[src/sv/clcd_pkg.sv]
// Shared types, constants and nibble-program tables for the character LCD controller.
// No dependencies; every other file in this folder uses it through scoped names.

package clcd_pkg;

    // Display geometry
    localparam int COLUMNS = 20;
    localparam int ROWS    = 4;

    // Centering is skipped for lengths above this
    localparam int CENTRE_MAX_LEN = 20;

    // Field widths
    localparam int CMD_W   = 3;
    localparam int BYTE_W  = 8;
    localparam int ROW_W   = 2;
    localparam int NIB_W   = 4;
    localparam int DELAY_W = 6;
    localparam int STEP_W  = 4;

    // Input and output bus widths
    localparam int S_TDATA_W = 40;
    localparam int M_TDATA_W = 16;

    // Queue between front and back
    localparam int QDEPTH = 2;
    localparam int QPTR_W = 1;
    localparam int QLVL_W = 2;

    // Instruction bytes
    localparam logic [BYTE_W-1:0] INS_FUNC_SET  = 8'h28;
    localparam logic [BYTE_W-1:0] INS_DISP_ON   = 8'h0C;
    localparam logic [BYTE_W-1:0] INS_CLEAR     = 8'h01;
    localparam logic [BYTE_W-1:0] INS_HOME      = 8'h02;
    localparam logic [BYTE_W-1:0] INS_SET_ADDR  = 8'h80;
    localparam logic [BYTE_W-1:0] INS_ENTRY     = 8'h06;
    localparam logic [BYTE_W-1:0] INS_WAKE      = 8'h03;
    localparam logic [BYTE_W-1:0] INS_BUS4      = 8'h02;
    localparam logic [BYTE_W-1:0] ROW_ODD_BASE  = 8'h40;

    // Command codes on the input item
    typedef enum logic [CMD_W-1:0] {
        CMD_INIT   = 3'd0,
        CMD_WRITE  = 3'd1,
        CMD_DATA   = 3'd2,
        CMD_RAW    = 3'd3,
        CMD_SETCUR = 3'd4,
        CMD_NEWLN  = 3'd5,
        CMD_CLEAR  = 3'd6,
        CMD_CENTRE = 3'd7
    } cmd_t;

    // Nibble programs the front hands to the back
    typedef enum logic [2:0] {
        OP_NONE,
        OP_INIT,
        OP_DATA,
        OP_DATA_ADDR,
        OP_INSTR,
        OP_ADDR,
        OP_CLEAR
    } op_t;

    // One input item
    typedef struct packed {
        logic [BYTE_W-1:0] text_length;
        logic [BYTE_W-1:0] row;
        logic [BYTE_W-1:0] column;
        logic [BYTE_W-1:0] value;
        logic [CMD_W-1:0]  command;
    } item_t;

    // One queue entry: a byte (two nibbles) or a single nibble
    typedef struct packed {
        logic               single;
        logic               rs;
        logic [BYTE_W-1:0]  data;
        logic [DELAY_W-1:0] delay;
        logic               last;
    } entry_t;

    function automatic logic [BYTE_W-1:0] row_offset(input logic [ROW_W-1:0] r);
        logic [BYTE_W-1:0] off;
        unique case (r)
            2'd0:    off = '0;
            2'd1:    off = ROW_ODD_BASE;
            2'd2:    off = BYTE_W'(COLUMNS);
            default: off = BYTE_W'(COLUMNS) + ROW_ODD_BASE;
        endcase
        return off;
    endfunction

    function automatic entry_t mk_entry(input logic single, input logic rs,
                                        input logic [BYTE_W-1:0] data,
                                        input int unsigned delay, input logic last);
        entry_t e;
        e.single = single;
        e.rs     = rs;
        e.data   = data;
        e.delay  = DELAY_W'(delay);
        e.last   = last;
        return e;
    endfunction

    // Entry for one step of a program; last marks the final step
    function automatic entry_t step_entry(input op_t op, input logic [STEP_W-1:0] step,
                                          input logic [BYTE_W-1:0] val,
                                          input logic [BYTE_W-1:0] addr);
        entry_t e;
        e = '0;
        unique case (op)
            OP_INIT: begin
                unique case (step)
                    4'd0:    e = mk_entry(1'b1, 1'b0, INS_WAKE, 50, 1'b0);
                    4'd1:    e = mk_entry(1'b1, 1'b0, INS_WAKE, 5, 1'b0);
                    4'd2:    e = mk_entry(1'b1, 1'b0, INS_WAKE, 5, 1'b0);
                    4'd3:    e = mk_entry(1'b1, 1'b0, INS_BUS4, 1, 1'b0);
                    4'd4:    e = mk_entry(1'b0, 1'b0, INS_FUNC_SET, 0, 1'b0);
                    4'd5:    e = mk_entry(1'b0, 1'b0, INS_DISP_ON, 0, 1'b0);
                    4'd6:    e = mk_entry(1'b0, 1'b0, INS_CLEAR, 0, 1'b0);
                    4'd7:    e = mk_entry(1'b0, 1'b0, INS_HOME, 2, 1'b0);
                    4'd8:    e = mk_entry(1'b0, 1'b0, INS_SET_ADDR, 2, 1'b0);
                    default: e = mk_entry(1'b0, 1'b0, INS_ENTRY, 0, 1'b1);
                endcase
            end
            OP_DATA:  e = mk_entry(1'b0, 1'b1, val, 0, 1'b1);
            OP_DATA_ADDR: begin
                if (step == '0) begin
                    e = mk_entry(1'b0, 1'b1, val, 0, 1'b0);
                end else begin
                    e = mk_entry(1'b0, 1'b0, addr, 0, 1'b1);
                end
            end
            OP_INSTR: e = mk_entry(1'b0, 1'b0, val, 0, 1'b1);
            OP_ADDR:  e = mk_entry(1'b0, 1'b0, addr, 0, 1'b1);
            OP_CLEAR: begin
                unique case (step)
                    4'd0:    e = mk_entry(1'b0, 1'b0, INS_CLEAR, 0, 1'b0);
                    4'd1:    e = mk_entry(1'b0, 1'b0, INS_HOME, 2, 1'b0);
                    default: e = mk_entry(1'b0, 1'b0, INS_SET_ADDR, 2, 1'b1);
                endcase
            end
            default:  e = '0;
        endcase
        return e;
    endfunction

endpackage

[src/sv/clcd_front.sv]
// Front end: accepts commands, tracks the cursor and feeds byte entries to the queue.
// Depends on clcd_pkg.

module clcd_front (
    input  logic              aclk,
    input  logic              aresetn,
    input  logic              in_valid,
    output logic              in_ready,
    input  clcd_pkg::item_t   item,
    input  logic              q_space,
    output logic              push,
    output clcd_pkg::entry_t  push_entry
);

    logic                              busy_reg, busy_next;
    logic [clcd_pkg::STEP_W-1:0]       step_reg, step_next;
    clcd_pkg::op_t                     op_reg, op_next;
    logic [clcd_pkg::BYTE_W-1:0]       val_reg, val_next;
    logic [clcd_pkg::BYTE_W-1:0]       addr_reg, addr_next;
    logic [clcd_pkg::BYTE_W-1:0]       col_reg, col_next;
    logic [clcd_pkg::ROW_W-1:0]        row_reg, row_next;

    logic                              accept;
    clcd_pkg::op_t                     acc_op;
    logic [clcd_pkg::BYTE_W-1:0]       acc_col, col_sel, col_inc;
    logic [clcd_pkg::ROW_W-1:0]        acc_row, row_sel, row_adv, row_clamp;
    logic [clcd_pkg::BYTE_W-1:0]       acc_addr;
    logic                              wrap, len_ok;
    logic signed [clcd_pkg::BYTE_W:0]  diff, centre_col;

    assign push_entry = clcd_pkg::step_entry(op_reg, step_reg, val_reg, addr_reg);
    assign push       = busy_reg && q_space;
    assign in_ready   = !busy_reg || (q_space && push_entry.last);
    assign accept     = in_valid && in_ready;

    assign col_inc = col_reg + 8'd1;
    assign wrap    = col_inc >= clcd_pkg::BYTE_W'(clcd_pkg::COLUMNS);
    assign row_adv = (row_reg == clcd_pkg::ROW_W'(clcd_pkg::ROWS - 1)) ? '0 : row_reg + 2'd1;
    assign row_clamp = (item.row >= clcd_pkg::BYTE_W'(clcd_pkg::ROWS))
                     ? clcd_pkg::ROW_W'(clcd_pkg::ROWS - 1) : item.row[clcd_pkg::ROW_W-1:0];
    assign len_ok  = item.text_length <= clcd_pkg::BYTE_W'(clcd_pkg::CENTRE_MAX_LEN);

    // Signed halving, truncated toward zero
    assign diff       = $signed(9'(clcd_pkg::COLUMNS)) - $signed({1'b0, item.text_length});
    assign centre_col = $signed(diff + {8'd0, diff[clcd_pkg::BYTE_W]}) >>> 1;

    // Classify the command and work out the cursor it leaves
    always_comb begin
        acc_op  = clcd_pkg::OP_NONE;
        acc_col = col_reg;
        acc_row = row_reg;
        col_sel = '0;
        row_sel = '0;
        unique case (clcd_pkg::cmd_t'(item.command))
            clcd_pkg::CMD_INIT: begin
                acc_op  = clcd_pkg::OP_INIT;
                acc_col = '0;
                acc_row = '0;
            end
            clcd_pkg::CMD_WRITE: begin
                row_sel = row_adv;
                if (wrap) begin
                    acc_op  = clcd_pkg::OP_DATA_ADDR;
                    acc_col = '0;
                    acc_row = row_adv;
                end else begin
                    acc_op  = clcd_pkg::OP_DATA;
                    acc_col = col_inc;
                end
            end
            clcd_pkg::CMD_DATA:  acc_op = clcd_pkg::OP_DATA;
            clcd_pkg::CMD_RAW:   acc_op = clcd_pkg::OP_INSTR;
            clcd_pkg::CMD_SETCUR: begin
                acc_op  = clcd_pkg::OP_ADDR;
                col_sel = item.column;
                row_sel = row_clamp;
                acc_col = item.column;
                acc_row = row_clamp;
            end
            clcd_pkg::CMD_NEWLN: begin
                acc_op  = clcd_pkg::OP_ADDR;
                row_sel = row_adv;
                acc_col = '0;
                acc_row = row_adv;
            end
            clcd_pkg::CMD_CLEAR: begin
                acc_op  = clcd_pkg::OP_CLEAR;
                acc_col = '0;
                acc_row = '0;
            end
            default: begin
                col_sel = centre_col[clcd_pkg::BYTE_W-1:0];
                row_sel = row_reg;
                if (len_ok) begin
                    acc_op  = clcd_pkg::OP_ADDR;
                    acc_col = centre_col[clcd_pkg::BYTE_W-1:0];
                end
            end
        endcase
    end

    assign acc_addr = clcd_pkg::INS_SET_ADDR | (col_sel + clcd_pkg::row_offset(row_sel));

    always_comb begin
        busy_next = busy_reg;
        step_next = step_reg;
        op_next   = op_reg;
        val_next  = val_reg;
        addr_next = addr_reg;
        col_next  = col_reg;
        row_next  = row_reg;
        if (accept) begin
            busy_next = (acc_op != clcd_pkg::OP_NONE);
            step_next = '0;
            op_next   = acc_op;
            val_next  = item.value;
            addr_next = acc_addr;
            col_next  = acc_col;
            row_next  = acc_row;
        end else if (push && push_entry.last) begin
            busy_next = 1'b0;
        end else if (push) begin
            step_next = step_reg + 4'd1;
        end
    end

    always_ff @(posedge aclk) begin
        if (!aresetn) begin
            busy_reg <= 1'b0;
            col_reg  <= '0;
            row_reg  <= '0;
        end else begin
            busy_reg <= busy_next;
            col_reg  <= col_next;
            row_reg  <= row_next;
        end
        step_reg <= step_next;
        op_reg   <= op_next;
        val_reg  <= val_next;
        addr_reg <= addr_next;
    end

endmodule

[src/sv/clcd_queue.sv]
// Two-entry queue of byte entries between front and back.
// Depends on clcd_pkg.

module clcd_queue (
    input  logic                          aclk,
    input  logic                          aresetn,
    input  logic                          push,
    input  clcd_pkg::entry_t              push_entry,
    input  logic                          pop,
    output clcd_pkg::entry_t              head,
    output logic [clcd_pkg::QLVL_W-1:0]   level
);

    clcd_pkg::entry_t                  mem [clcd_pkg::QDEPTH];
    logic [clcd_pkg::QPTR_W-1:0]       wr_ptr_reg, wr_ptr_next;
    logic [clcd_pkg::QPTR_W-1:0]       rd_ptr_reg, rd_ptr_next;
    logic [clcd_pkg::QLVL_W-1:0]       level_reg, level_next;

    assign head  = mem[rd_ptr_reg];
    assign level = level_reg;

    always_comb begin
        wr_ptr_next = push ? wr_ptr_reg + 1'b1 : wr_ptr_reg;
        rd_ptr_next = pop  ? rd_ptr_reg + 1'b1 : rd_ptr_reg;
        level_next  = level_reg + clcd_pkg::QLVL_W'(push) - clcd_pkg::QLVL_W'(pop);
    end

    always_ff @(posedge aclk) begin
        if (push) begin
            mem[wr_ptr_reg] <= push_entry;
        end
    end

    always_ff @(posedge aclk) begin
        if (!aresetn) begin
            wr_ptr_reg <= '0;
            rd_ptr_reg <= '0;
            level_reg  <= '0;
        end else begin
            wr_ptr_reg <= wr_ptr_next;
            rd_ptr_reg <= rd_ptr_next;
            level_reg  <= level_next;
        end
    end

endmodule

[src/sv/clcd_back.sv]
// Back end: splits byte entries into high and low nibbles, or passes a single nibble, into the output register.
// Depends on clcd_pkg.

module clcd_back (
    input  logic                          aclk,
    input  logic                          aresetn,
    input  logic                          head_valid,
    input  clcd_pkg::entry_t              head,
    output logic                          pop,
    output logic                          out_valid,
    input  logic                          out_ready,
    output logic                          out_rs,
    output logic [clcd_pkg::NIB_W-1:0]    out_nibble,
    output logic [clcd_pkg::DELAY_W-1:0]  out_delay,
    output logic                          out_last
);

    logic                          valid_reg, valid_next;
    logic                          half_reg, half_next;
    logic                          rs_reg, rs_next;
    logic [clcd_pkg::NIB_W-1:0]    nib_reg, nib_next;
    logic [clcd_pkg::DELAY_W-1:0]  delay_reg, delay_next;
    logic                          last_reg, last_next;
    logic                          load;

    assign load = head_valid && (!valid_reg || out_ready);

    always_comb begin
        valid_next = valid_reg && !out_ready;
        half_next  = half_reg;
        rs_next    = rs_reg;
        nib_next   = nib_reg;
        delay_next = delay_reg;
        last_next  = last_reg;
        pop        = 1'b0;
        if (load) begin
            valid_next = 1'b1;
            rs_next    = head.rs;
            if (head.single) begin
                nib_next   = head.data[clcd_pkg::NIB_W-1:0];
                delay_next = head.delay;
                last_next  = head.last;
                pop        = 1'b1;
            end else if (!half_reg) begin
                nib_next   = head.data[clcd_pkg::BYTE_W-1:clcd_pkg::NIB_W];
                delay_next = head.delay;
                last_next  = 1'b0;
                half_next  = 1'b1;
            end else begin
                nib_next   = head.data[clcd_pkg::NIB_W-1:0];
                delay_next = '0;
                last_next  = head.last;
                half_next  = 1'b0;
                pop        = 1'b1;
            end
        end
    end

    always_ff @(posedge aclk) begin
        if (!aresetn) begin
            valid_reg <= 1'b0;
            half_reg  <= 1'b0;
        end else begin
            valid_reg <= valid_next;
            half_reg  <= half_next;
        end
        rs_reg    <= rs_next;
        nib_reg   <= nib_next;
        delay_reg <= delay_next;
        last_reg  <= last_next;
    end

    assign out_valid  = valid_reg;
    assign out_rs     = rs_reg;
    assign out_nibble = nib_reg;
    assign out_delay  = delay_reg;
    assign out_last   = last_reg;

endmodule

[src/sv/char_lcd_4bit_controller_core.sv]
// Top level of the 4-bit character LCD controller: front, queue and back.
// Depends on clcd_pkg, clcd_front, clcd_queue and clcd_back.
//
//   channel | direction | payload
//   --------+-----------+--------------------------------------------------
//   s_      | in        | command item: command, value, column, row, length
//   m_      | out       | bus nibble: register select, nibble, delay, last
//
// The output runs at one nibble per cycle while m_tready holds, the back end splitting
// each byte into two nibbles and passing single-nibble entries through as they are.
// A centre command with a length over 20 yields nothing.
// Reset clears the cursor to row 0, column 0, empties the queue and drops
// the output valid; no clearing pass is needed.
// The front keeps accepting while the output stalls until the queue fills.

module char_lcd_4bit_controller_core (
    input  logic                              aclk,
    input  logic                              aresetn,
    // tdata: command[2:0], value[10:3], column[18:11], row[26:19],
    //        text_length[34:27], zero pad[39:35]
    input  logic [clcd_pkg::S_TDATA_W-1:0]    s_tdata,
    input  logic                              s_tvalid,
    output logic                              s_tready,
    // tdata: nibble[3:0], delay_before_ms[9:4], zero pad[15:10]
    output logic [clcd_pkg::M_TDATA_W-1:0]    m_tdata,
    // tuser: reg_select[0]
    output logic                              m_tuser,
    output logic                              m_tlast,
    output logic                              m_tvalid,
    input  logic                              m_tready
);

    clcd_pkg::item_t                  item;
    clcd_pkg::entry_t                 push_entry;
    clcd_pkg::entry_t                 head;
    logic                             push;
    logic                             pop;
    logic                             q_space;
    logic [clcd_pkg::QLVL_W-1:0]      q_level;
    logic [clcd_pkg::NIB_W-1:0]       out_nibble;
    logic [clcd_pkg::DELAY_W-1:0]     out_delay;

    // Unpack the command item; the top pad bits carry nothing
    assign item = clcd_pkg::item_t'(s_tdata[$bits(clcd_pkg::item_t)-1:0]);

    // Hold the front whenever the queue is full
    assign q_space = q_level < clcd_pkg::QLVL_W'(clcd_pkg::QDEPTH);

    clcd_front u_front (
        .aclk       (aclk),
        .aresetn    (aresetn),
        .in_valid   (s_tvalid),
        .in_ready   (s_tready),
        .item       (item),
        .q_space    (q_space),
        .push       (push),
        .push_entry (push_entry)
    );

    clcd_queue u_queue (
        .aclk       (aclk),
        .aresetn    (aresetn),
        .push       (push),
        .push_entry (push_entry),
        .pop        (pop),
        .head       (head),
        .level      (q_level)
    );

    clcd_back u_back (
        .aclk       (aclk),
        .aresetn    (aresetn),
        .head_valid (q_level != '0),
        .head       (head),
        .pop        (pop),
        .out_valid  (m_tvalid),
        .out_ready  (m_tready),
        .out_rs     (m_tuser),
        .out_nibble (out_nibble),
        .out_delay  (out_delay),
        .out_last   (m_tlast)
    );

    // Pack the result nibble, zero pad to whole bytes
    assign m_tdata = {{(clcd_pkg::M_TDATA_W - clcd_pkg::DELAY_W - clcd_pkg::NIB_W){1'b0}},
                      out_delay, out_nibble};

`ifndef ASSERT_OFF
    // The queue never holds more than its depth
    a_queue_bound: assert property (@(posedge aclk) disable iff (!aresetn)
        q_level <= clcd_pkg::QLVL_W'(clcd_pkg::QDEPTH))
        else $error("queue level above depth");

    // Data nibbles never carry a wait
    a_data_no_delay: assert property (@(posedge aclk) disable iff (!aresetn)
        (m_tvalid && m_tuser) |-> (out_delay == '0))
        else $error("data nibble with nonzero delay");

    // A delayed nibble opens a byte or stands alone, so it never closes an item
    a_delay_not_last: assert property (@(posedge aclk) disable iff (!aresetn)
        (m_tvalid && (out_delay != '0)) |-> !m_tlast)
        else $error("delayed nibble marked last");
`endif

endmodule
[config.mk]
export PLATFORM = sky130hd
export DESIGN_NAME = char_lcd_4bit_controller_core
export DESIGN_NICKNAME = d
export VERILOG_FILES = /design/src/sv/clcd_pkg.sv /design/src/sv/clcd_front.sv /design/src/sv/clcd_queue.sv /design/src/sv/clcd_back.sv /design/src/sv/char_lcd_4bit_controller_core.sv
export SDC_FILE = /design/constraint.sdc
export NUM_CORES = 1
export LEC_CHECK = 0
export ABC_AREA = 1
export BUFFER_PORTS_ARGS = -buffer_cell sky130_fd_sc_hd__buf_2
export CAP_MARGIN = 5
export CORE_MARGIN = 2
export CORE_UTILIZATION = 50
export DETAILED_ROUTE_END_ITERATION = 8
export PLACE_DENSITY = 0.71
export SYNTH_ARGS = -nofsm -noshare
export SYNTH_HDL_FRONTEND = slang
export SYNTH_SLANG_ARGS = --single-unit
[constraint.sdc]
create_clock -name aclk -period 4.43 [get_ports aclk]
set_clock_uncertainty 0.05 [all_clocks]
set_input_delay 0.886 -clock aclk [delete_from_list [all_inputs] [get_ports aclk]]
set_output_delay 0.886 -clock aclk [all_outputs]
set_load 0.005 [all_outputs]
==> metrics.md <==
| Metric | Value |
|---|---|
| Initial DRT Pass Iterations | 5 |
| Setup repair bufs after CTS | 0 |
| Max Fclk | 307 MHz |
| Slew @ Worst Pin | 648 ps |
| Post-synth EDFFs | 58 |
| Die area | 10,300 um2 |
| CTS hold repair buffers | 0 |
| Grt peak-use layer | met2 |
| Placed Instances | 709 |
| GR Layer Usage met3 | 0.0373 |
| Req. time, crit path | ~4500 ps |
| FP Rows | 35 |
| DR DRC count | 0 |
| Power consumption | 2.26 mW |
| Vias | ~3,600 |
| Mapped Cells | approximately 550 |
| First-pass GRT wire length | 15,200 um |
| Post-synth top cells | 152 x nand2_1, 62 x inv_1, 58 x edfxtp_1 |
| Status | finished, final reports clean |
| Worst EP arrival | between 3000 and 4000 ps |
| Num ports | 64 |
| Period utilization | 0.736 |
| Vias in the first global route | 3,390 |
| Cts repair resizes | 0 |
| Average routed wire per standard cell | 12.4 um |
| Post-synthesis sequential area ratio | 0.512 |
| Number of routed nets with antenna violations | 0 |
| RSZ-0062 raised after global routing | no |
| Post-DP HPWL | between 6000 and 7000 um |
| IO buf count | 51 |
| Most frequent cell after synthesis | nand2_1 |
| P&R area growth vs syn | 10.7% |
| Crit Path Max Fanout | 4 |
| Slew Viols, Final | 0 |
| GRT Util Overall | 0.190 |
| H-tree Lvls | 3 |
| #FFs+latches synth | a little over 90 |
| Post-synth top area share | 0.368 |
| Final TNS setup | 0 ps |
| Max Cap Viol | 0 |
| Avg Cell Area, Syn | around 8.5 um2 |
| Final Non-Filler Cells | 725 |
| Num CTS Buffers | 9 |
| CP Capture Type | register |
| Hold Crit Class | reg2reg |
| Synth area leaders | edfxtp_1 37%, dfxtp_1 14%, nand2_1 12% |
| Peak supply drop | 175 uV |
| CTS tree | built |
| Grt ovf | 0 |
| Slew HR | 0.567 |
| Vias per cell | 4.98 |
| Initial core utilization | 0.515 |
| Ant. Diodes | 0 |
| DR iter-0 viols | 183 |
| CTS Sinks | 92 |
| Met2 usage | 0.310 |
| Cell type with the largest total area after synthesis | edfxtp_1 |
| Synth warnings | 0 |
| Initial antenna violation count | 0 |
| Worst-path clk slew | 90 ps |
| CORE AREA | 9200 um2 |
| Post-layout minimum cycle time | 3260 ps |
| Largest net degree at the start of global routing | 19 |
| WHS | ~410 ps |
| Final setup violating endpoints | 0 |
| Nets | between 600 and 700 |
| Crit path launch type | input port |
| Clock latency on the worst-skew pair | approximately 360 ps |
| CP Class | in2reg |
| Synthesized area | 4730 um2 |
| Distinct cell type count after synthesis | 42 |
| Root Driver | clkbuf_8 |
| Top_reg_cell synth | edfxtp_1 |
| Max clock buf depth | 2 |
| Share of layout cells above drive strength 1 | 0.168 |
| Leakage | around 2.5 nW |
| Final WL | around 9000 um |
| Post-synth ARST share | 0 |
| Die height | 101 um |
| Die X | roughly 100 um |
| Pwr dens | around 430 nW/um2 |
| Hold Violations, Final | 0 |
| Met1 Track Usage GR | 0.251 |
| Gp weighted congestion | around 0.87 |
[report_power, final]
part           switching (mW)  internal [mW]
clock                   0.287          0.203
combinational           0.367          0.217
sequential             0.0801           1.11
total                   0.735           1.53
[path summary, 6_finish.rpt]
kind	from	slack, ps	cells past startpoint	endpoint
max	s_tdata[27]	1170	25	u_front.addr_reg[6]
min	u_queue.rd_ptr_reg	410	1	register
max reg2reg	register	1340	13	u_queue.level[1]
min reg2reg	u_queue.rd_ptr_reg	410	1	register
[through the flow]
| stage | cell area (um2) | utilization | setup WS (ps) |
|---|---|---|---|
| floorplan | 4760 | - | 1290 |
| global placement | 5070 | 0.551 | 947 |
| CTS | 5240 | 0.570 | 1150 |
| detailed placement | 5070 | 0.551 | 763 |
| global route | 5240 | 0.570 | 846 |
| finish | 5240 | 0.570 | 1170 |
[worst max-delay path, cell delays in order]
cell and delay (ps):
buf_2 110, inv_2 50, ha_1 200, inv_1 70, nand2_1 50, nand2_1 90, nand2_1 110, nand2_1 110
nand2_1 70, inv_1 80, ha_1 170, inv_1 40, nor2_1 100, nand3_1 110, xnor2_1 240, o21ai_1 130
ha_1 240, nand2_1 70, nand2_1 60, nand2_1 60, nand2_1 60, nand2_1 60, nand2_1 40, nand2_1 60
inv_1 30
[layout make-up]
| class | instances | area [um2] |
|---|---|---|
| well taps | 111 | 139 |
| multi-input cells | 375 | 1950 |
| repair buffers | 53 | 270 |
| inverters | 78 | 293 |
| fillers | 824 | 3960 |
| clock buffers | 10 | 128 |
| flip-flops and latches | 92 | 2420 |
| clock inverters | 6 | 40.0 |
[kinds of logic after synthesis]
kind of cell | Yosys count | synth area share
mux | 4 | 0.00846
compound gates | 62 | 0.0756
other cells | 1 | 0.000792
flops | 92 | 0.512
xor+xnor | 15 | 0.0277
fa+ha+maj | 15 | 0.0396
buf+inv | 93 | 0.0819
simple gates | 272 | 0.254
[per-layer routing]
layer	wire length [um]	share of wire	up-vias
met4	127	0.014	0
li1	-	-	1902
met3	345	0.038	9
met2	4420	0.49	79
met1	4130	0.46	1624
met5	0	0	-
[layout by cell type (no fill, tap or decap), types with 7 or more instances in the layout]
master and n:
nand2_1 152, inv_1 62, edfxtp_1 58, buf_2 51
nor2_1 50, nand3_1 37, dfxtp_1 34, o21ai_0 19
inv_2 15, ha_1 15, o21ai_1 14, a21oi_1 14
xor2_1 12, clkbuf_8 9, nand4_1 8, conb_1 7
No activity file was read; power rests on OpenSTA's default activity.
